===== config.mk =====
export PLATFORM = sky130hd
export DESIGN_NAME = restoring_binary_divider
export DESIGN_NICKNAME = d
export VERILOG_FILES = /design/src/rtl/rbd_pkg.sv /design/src/rtl/restoring_binary_divider.sv /design/src/rtl/rbd_datapath.sv /design/src/rtl/rbd_ctrl.sv
export SDC_FILE = /design/constraint.sdc
export NUM_CORES = 1
export LEC_CHECK = 0
export BUFFER_PORTS_ARGS = -buffer_cell sky130_fd_sc_hd__buf_4
export CORE_MARGIN = 2
export CORE_UTILIZATION = 52
export DETAILED_ROUTE_END_ITERATION = 16
export PLACE_DENSITY_LB_ADDON = 0.15
export SYNTH_ARGS = -nofsm -noshare
export SYNTH_HDL_FRONTEND = slang
export SYNTH_HIERARCHICAL = 1
export SYNTH_SLANG_ARGS = --single-unit

===== constraint.sdc =====
create_clock -name clk_i -period 7.9 [get_ports clk_i]
set_input_delay 0.395 -clock clk_i [delete_from_list [all_inputs] [get_ports clk_i]]
set_output_delay 0.395 -clock clk_i [all_outputs]
set_load 0.05 [all_outputs]

===== src/rtl/rbd_pkg.sv =====
// ----------------------------------------------------------------------------
// Restoring binary divider package
// Shared widths, defaults and controller/datapath interface types.
// ----------------------------------------------------------------------------
package rbd_pkg;

  localparam int unsigned DataW        = 64;
  localparam int unsigned WidthDefault = 64;

  typedef struct packed {
    logic load;  // take new operands
    logic step;  // one restoring step
    logic emit;  // move result into output register
  } rbd_cmd_t;

  typedef struct packed {
    logic last_step;
  } rbd_status_t;

endpackage


===== src/rtl/restoring_binary_divider.sv =====
// ----------------------------------------------------------------------------
// Restoring binary divider
// Each item is stepped one quotient bit per cycle through the single shared
// WIDTH+1-bit subtractor; its result is registered once the output is free,
// and no new item is taken before that hand-off.
// Reset: controller idle, no result pending; no clearing pass.
// ----------------------------------------------------------------------------
module restoring_binary_divider import rbd_pkg::*; #(
  parameter int unsigned WIDTH = WidthDefault
) (
  input  logic             clk_i,
  input  logic             rst_ni,
  input  logic             in_valid_i,
  output logic             in_ready_o,
  input  logic [DataW-1:0] dividend_i,
  input  logic [DataW-1:0] divisor_i,
  output logic             out_valid_o,
  input  logic             out_ready_i,
  output logic [DataW-1:0] quotient_o,
  output logic [DataW-1:0] remainder_o,
  output logic             divide_by_zero_o
);

  rbd_cmd_t    cmd;
  rbd_status_t status;

  rbd_ctrl u_ctrl (
    .clk_i       (clk_i),
    .rst_ni      (rst_ni),
    .in_valid_i  (in_valid_i),
    .in_ready_o  (in_ready_o),
    .out_valid_o (out_valid_o),
    .out_ready_i (out_ready_i),
    .status_i    (status),
    .cmd_o       (cmd)
  );

  rbd_datapath #(
    .WIDTH (WIDTH)
  ) u_datapath (
    .clk_i            (clk_i),
    .rst_ni           (rst_ni),
    .cmd_i            (cmd),
    .status_o         (status),
    .dividend_i       (dividend_i),
    .divisor_i        (divisor_i),
    .quotient_o       (quotient_o),
    .remainder_o      (remainder_o),
    .divide_by_zero_o (divide_by_zero_o)
  );

endmodule


===== src/rtl/rbd_datapath.sv =====
// ----------------------------------------------------------------------------
// Restoring divider datapath
// Partial remainder, shifting dividend/quotient, step counter, output regs.
// ----------------------------------------------------------------------------
module rbd_datapath import rbd_pkg::*; #(
  parameter int unsigned WIDTH = WidthDefault
) (
  input  logic             clk_i,
  input  logic             rst_ni,
  input  rbd_cmd_t         cmd_i,
  output rbd_status_t      status_o,
  input  logic [DataW-1:0] dividend_i,
  input  logic [DataW-1:0] divisor_i,
  output logic [DataW-1:0] quotient_o,
  output logic [DataW-1:0] remainder_o,
  output logic             divide_by_zero_o
);

  localparam int unsigned CntW = $clog2(WIDTH);

  logic [WIDTH-1:0] rem_q, rem_d;
  logic [WIDTH-1:0] nq_q, nq_d;     // dividend bits out at the top, quotient bits in
  logic [WIDTH-1:0] dvs_q;
  logic             dbz_q;
  logic [CntW-1:0]  cnt_q, cnt_d;

  logic [DataW-1:0] quo_out_q, rem_out_q;
  logic             dbz_out_q;

  logic [WIDTH:0]   trial;
  logic [WIDTH:0]   diff;
  logic             qbit;

  assign trial = {rem_q, nq_q[WIDTH-1]};
  assign diff  = trial - {1'b0, dvs_q};
  assign qbit  = ~diff[WIDTH];

  always_comb begin
    rem_d = rem_q;
    nq_d  = nq_q;
    cnt_d = cnt_q;
    if (cmd_i.load) begin
      rem_d = '0;
      nq_d  = dividend_i[WIDTH-1:0];
      cnt_d = CntW'(WIDTH - 1);
    end else if (cmd_i.step) begin
      rem_d = qbit ? diff[WIDTH-1:0] : trial[WIDTH-1:0];
      nq_d  = {nq_q[WIDTH-2:0], qbit};
      cnt_d = cnt_q - 1'b1;
    end
  end

  always_ff @(posedge clk_i or negedge rst_ni) begin
    if (!rst_ni) begin
      cnt_q <= '0;
    end else begin
      cnt_q <= cnt_d;
    end
  end

  always_ff @(posedge clk_i) begin
    rem_q <= rem_d;
    nq_q  <= nq_d;
    if (cmd_i.load) begin
      dvs_q <= divisor_i[WIDTH-1:0];
      dbz_q <= (divisor_i[WIDTH-1:0] == '0);
    end
    if (cmd_i.emit) begin
      quo_out_q <= dbz_q ? '0 : DataW'(nq_q);
      rem_out_q <= dbz_q ? '0 : DataW'(rem_q);
      dbz_out_q <= dbz_q;
    end
  end

  assign status_o.last_step = (cnt_q == '0);
  assign quotient_o         = quo_out_q;
  assign remainder_o        = rem_out_q;
  assign divide_by_zero_o   = dbz_out_q;

endmodule


===== src/rtl/rbd_ctrl.sv =====
// ----------------------------------------------------------------------------
// Restoring divider controller
// Sequences load, WIDTH steps and result hand-off; owns output valid.
// ----------------------------------------------------------------------------
module rbd_ctrl import rbd_pkg::*; (
  input  logic        clk_i,
  input  logic        rst_ni,
  input  logic        in_valid_i,
  output logic        in_ready_o,
  output logic        out_valid_o,
  input  logic        out_ready_i,
  input  rbd_status_t status_i,
  output rbd_cmd_t    cmd_o
);

  typedef enum logic [2:0] {
    StIdle = 3'b001,
    StRun  = 3'b010,
    StDone = 3'b100
  } rbd_state_e;

  rbd_state_e state_q, state_d;
  logic       out_valid_q, out_valid_d;
  logic       out_free;
  logic       in_ready;

  assign out_free = ~out_valid_q | out_ready_i;

  always_comb begin
    state_d  = state_q;
    cmd_o    = '0;
    in_ready = 1'b0;
    case (state_q)
      StIdle: begin
        in_ready = 1'b1;
        if (in_valid_i) begin
          cmd_o.load = 1'b1;
          state_d    = StRun;
        end
      end
      StRun: begin
        cmd_o.step = 1'b1;
        if (status_i.last_step) begin
          state_d = StDone;
        end
      end
      StDone: begin
        if (out_free) begin
          cmd_o.emit = 1'b1;
          in_ready   = 1'b1;
          if (in_valid_i) begin
            cmd_o.load = 1'b1;
            state_d    = StRun;
          end else begin
            state_d = StIdle;
          end
        end
      end
      default: begin
        state_d = StIdle;
      end
    endcase
  end

  always_comb begin
    out_valid_d = out_valid_q;
    if (cmd_o.emit) begin
      out_valid_d = 1'b1;
    end else if (out_ready_i) begin
      out_valid_d = 1'b0;
    end
  end

  always_ff @(posedge clk_i or negedge rst_ni) begin
    if (!rst_ni) begin
      state_q     <= StIdle;
      out_valid_q <= 1'b0;
    end else begin
      state_q     <= state_d;
      out_valid_q <= out_valid_d;
    end
  end

  assign in_ready_o  = in_ready;
  assign out_valid_o = out_valid_q;

endmodule


Word-level counts from Yosys, hierarchy flattened. Index checks and enable logic that the tools add are counted.

Register bits after elaboration: 332. Output and inout port bits: 131. Word-level logic and storage cells: 45.

Add/subtract/negate cells: 2. Equal/unequal tests: 6. Muxes and demuxes: 19. Bitwise gates (word level): 3. Reduce and logical (&&, ||, !) cells: 5.

Operators with widths (count): $mux 64 (3); $sub 65x64->65 (1); $logic_not 64->1 (1); $mux 6 (2); $mux 3 (3); $pmux 3 s3 (1); $mux 1 (7); $logic_not 6->1 (1); $sub 6x1->6 const B (1); $ne 2x2->1 const B (2); $pmux 1 s2 (2); $reduce_bool 2->1 (2); $eq 3x1->1 const B (1); $eq 3x2->1 const B (1); $eq 3x3->1 const B (1); $reduce_and 3->1 (1); $mux 2 (1); $ne 2x1->1 const B (1); $not 1->1 (2); $or 1x1->1 (1).

Depth between registers and ports, before layout.
Depth after elaboration: 5. Gate-level depth with buffers: 15. Gate-level depth less buffers: 13.

Modules after synthesis. Netlist, hierarchy kept.

By module, submodules not included: rbd_datapath (times used 1, cells an instance 1494, area each 16831.1 um^2, seq. area each 9178.8 um^2); rbd_ctrl (times used 1, cells an instance 26, area each 242.7 um^2, seq. area each 101.3 um^2).

Worst setup path after synthesis. Ideal clock, no wire load.

Path kind: reg2reg. From: register u_ctrl.out_valid_q (netlist: u_ctrl/out_valid_o). To: register u_datapath.nq_q[0], enable pin. Data arrival time: 7.235 ns. Data required time: 7.482 ns. Setup slack: 0.247 ns. Cell stages (with the launch flop): 7. Path through: dfrtp_1 > nand2b_1 > a21oi_1 > nor3_1 > clkbuf_1 > nor2_1 > inv_1.

RTL lines: from (decl) (RTL line rbd_ctrl.sv:23) `logic out_valid_q, out_valid_d;`; from (signal assigned) (RTL line rbd_ctrl.sv:80) `out_valid_q <= out_valid_d;`; to (signal assigned) (RTL line rbd_datapath.sv:63) `nq_q <= nq_d;`; to (decl) (RTL line rbd_datapath.sv:22) `logic [WIDTH-1:0] nq_q, nq_d;`.

Worst setup path after layout.
From: register u_datapath.nq_q[63]. To: register u_datapath.rem_q[32].

Cells in the longest elaborated chain, start to end: 2.

RTL lines: $sub 65x64->65 (RTL line rbd_datapath.sv:35) `assign diff = trial - {1'b0, dvs_q};`; $mux 64 (RTL line rbd_datapath.sv:47) `rem_d = qbit ? diff[WIDTH-1:0] : trial[WIDTH-1:0];`; to (signal assigned) (RTL line rbd_datapath.sv:62) `rem_q <= rem_d;`; to (decl) (RTL line rbd_datapath.sv:21) `logic [WIDTH-1:0] rem_q, rem_d;`.

No other way between the ends. A chain may end at the register's enable or synchronous reset.

==> impl_metrics.tcl <==
set metrics [dict create \
    grt_first_pass_wirelength_um 65100 \
    grt_use_total 0.243 \
    clk_latency_ns 0.52 \
    die_area_um2 34300 \
    syn2layout_area_growth_pct 19.8 \
    start_kind "flip-flop" \
    critPathSlowestCell "a21boi_4" \
    ys_ff_latch 332 \
    synthesis.area_um2 17100 \
    drc 0 \
    synth_area_per_cell_um2 11.2 \
    finalHoldViolations 0 \
    holdWs_ns 0.0610 \
    post-place-cells 2157 \
    seq_area_frac_synth 0.544 \
    yosysTopAreaCell "edfxtp_1" \
    io_buffer_count 262 \
    tightest_slew_ns 1.13 \
    drtPass1Iterations 6 \
    antenna_found_initial 1 \
    rsz0062_at_grt "no" \
    final_cells 2220 \
    skew_ns 0.0162 \
    io_pins 263 \
    path_clk_slew_ns 0.06 \
    power_density_nw_per_um2 367 \
    synth_edf_count 258 \
    dp_hpwl_um 30200 \
    syn_nets 1719 \
    wl_per_cell_um 18.9 \
    p_leak_nw 7.96 \
    die_x_um 185 \
    fmax_mhz 230 \
    fin_crit_ns 4.35 \
    status "finished clean" \
    vias_per_cell 5.66 \
    dpl_cell_area_um2 19400 \
    synth_top_area_frac 0.454 \
    postCtsSetupRepairBufs 0 \
    ant_nets 0 \
    yosysUniqueCellTypes 76 \
    final_max_slew_viol_count 0 \
    drt_wl_total_um 42000 \
    fin_area_um2 20400 \
    synth_cells 1520 \
    core_region_area_um2 32500 \
    cp_top_family "compound AO/OA/AOI/OAI gates" \
    max_stage_delay_ns 0.77 \
    rows 66 \
    max_cap_viol_count 0 \
    drive_gt1_frac 0.228 \
    setup_ws_ns 3.55 \
    setup_violations 0 \
    critPathMaxFanout 30 \
    place_congestion 0.960 \
    vias 12600 \
    setup.worst_path.end_class "flip-flop" \
    n_antenna_cell 0 \
    grt_pass1_vias 12000 \
    cts_buffers 35 \
    htreeDepth 2 \
    yosys_warnings 6 \
    cts.sinks 332 \
    cp.arrival_ns 4.76 \
    hp-class "input port to flip-flop" \
    required_ns 8.31 \
    grt_max_degree 145 \
    path_cells "inv_1 -> ha_1 -> fa_1 -> nand2b_1 -> a21o_1 -> nor3b_1 -> o21a_1 -> o22ai_2 -> o211ai_2 -> nand2_1 -> a21boi_4 -> buf_4 -> mux2i_1 -> a211oi_1" \
    dieHeight_um 185 \
    start_util 0.526 \
    grt-ovfl-total 0 \
    clockRootBuffer "clkbuf_16" \
    synth_area_leaders "edfxtp_1, dfxtp_1, ha_1, nor2b_1, mux2_2" \
    fin_crit_sh 0.551 \
    critPathKind "flip-flop to flip-flop" \
    clock_path_buffers 3 \
    dp_slack_ns 3.56 \
    ir_worst_vdd_mv 0.198 \
    tns_ns 0 \
    drt_iter0_markers 1173 \
    cp.buffers_inverters 2 \
    async_reset_ff_frac 0.0301 \
    nets 1952 \
    synth_ff_type "edfxtp_1" \
    tritoncts "yes" \
    slew_headroom 0.238 \
]
## placed cells by master (no fill, tap or decap), types with 27 or more instances in the layout
cell type / synthesis / layout
mux2_2: 64 / 64
edfxtp_1: 258 / 258
xnor2_1: 35 / 35
ha_1: 66 / 66
buf_4: 5 / 271
nor2b_1: 130 / 130
o21ai_0: 44 / 44
dfxtp_1: 64 / 64
nand4_1: 34 / 34
nand2_1: 88 / 88
nor3_1: 28 / 27
a211oi_1: 47 / 47
a21oi_1: 84 / 84
nor2_1: 95 / 95
mux2i_1: 39 / 39
a21o_1: 33 / 33
clkbuf_16: 0 / 36
inv_1: 90 / 89
## synthesized netlist by cell type (3+ instances only)
cell         n
edfxtp_1   258
nor2b_1    130
nor2_1      95
inv_1       90
nand2_1     88
a21oi_1     84
ha_1        66
dfxtp_1     64
mux2_2      64
clkbuf_1    60
a211oi_1    47
o21ai_0     44
mux2i_1     39
xnor2_1     35
nand4_1     34
a21o_1      33
nor3_1      28
xor2_1      26
nand3_1     24
nor4_1      19
o21bai_1    18
a31oi_1     12
a311oi_1    11
and3_1       9
dfrtp_1      9
nand2b_1     9
o21a_1       9
o311ai_0     8
a21boi_0     7
buf_2        6
nor3b_1      6
o211ai_1     6
and2_1       5
buf_4        5
nand3b_1     5
o31ai_1      5
a211o_1      4
and4_1       4
buf_1        4
o2111ai_1    4
a221oi_1     3
o21ai_1      3
## power breakdown
group	switching, mW	internal, mW	leakage, nW	total (mW)
sequential	0.266	2.44	3.03	2.71
combinational	1.94	1.31	4.41	3.25
clock	0.662	0.880	0.517	1.54
total	2.86	4.64	7.96	7.50
## through the flow
step	power [mW]	utilization
3_3_place_gp	5.89	0.597
4_1_cts	7.51	0.630
2_1_floorplan	5.16	-
5_1_grt	8.01	0.630
6_report	7.50	0.630
3_5_place_dp	5.93	0.597
## final cells by class
type | count | area [um^2]
Fill cell | 2679 | 12000
Sequential cell | 332 | 9280
Multi-Input combinational cell | 1021 | 7140
Timing Repair Buffer | 273 | 2060
Clock buffer | 43 | 937
Tap cell | 442 | 553
Inverter | 90 | 338
Clock inverter | 19 | 138
## timing repair
item,CTS,global route
endpoints found under the hold margin,10,0
hold buffers,1,0
gates resized for setup,0,0
## state kept, by name, summed over array words and instances (netlist names)
register / cells
u_datapath/dvs_q: 64
u_datapath/nq_q: 64
u_datapath/quotient_o: 64
u_datapath/rem_q: 64
u_datapath/remainder_o: 64
u_datapath/cnt_q: 6
u_ctrl/state_q: 3
u_ctrl/out_valid_o: 1
u_datapath/dbz_q: 1
u_datapath/divide_by_zero_o: 1
## kinds of logic (layout without fill, tap and decap cells)
kind of cell / Yosys count / count (layout) / share of synthesized area
AO/OA/AOI/OAI: 322 / 322 / 0.127
XOR/XNOR: 61 / 61 / 0.0313
buffers and inverters: 167 / 425 / 0.0394
multiplexers: 103 / 103 / 0.0651
AND/OR/NAND/NOR: 468 / 468 / 0.144
flip-flops: 332 / 332 / 0.544
adder cells (fa/ha/maj): 67 / 67 / 0.0495
## per-layer routing
metal,GRT usage,routed length (um)
met5,0,13
met3,0.0436,2890
met1,0.333,18700
met4,0.0743,1120
met2,0.394,19300
## worst register-to-register path: cells and delay by family (launching register included)
| family | cells | cell delay (ns) |
|---|---|---|
| flops | 1 | 0.39 |
| mux | 1 | 0.18 |
| compound gates | 6 | 1.83 |
| buf+inv | 2 | 0.66 |
| simple gates | 3 | 0.83 |
| fa+ha+maj | 2 | 0.38 |
## final timing paths
path	from	end	slack, ns	depth (start not counted)
worst max-delay path	u_datapath/nq_q[63]$_DFFE_PP_	u_datapath/rem_q[32]$_SDFFE_PP0P_	3.55	14
worst min-delay path	divisor_i[21]	u_datapath/dvs_q[21]$_DFFE_PP_	0.06	1
worst max register to register	u_datapath/nq_q[63]$_DFFE_PP_	u_datapath/rem_q[32]$_SDFFE_PP0P_	3.55	14
worst min register to register	u_datapath/rem_q[47]$_SDFFE_PP0P_	u_datapath/rem_q[47]$_SDFFE_PP0P_	0.51	2
max in group asynchronous	rst_ni	u_ctrl/state_q[0]$_DFFE_PN1P_	7.42	2
min in group asynchronous	rst_ni	u_ctrl/out_valid_o$_DFFE_PN0P_	0.25	2
Note: power is estimated with default switching activity, not from simulation.
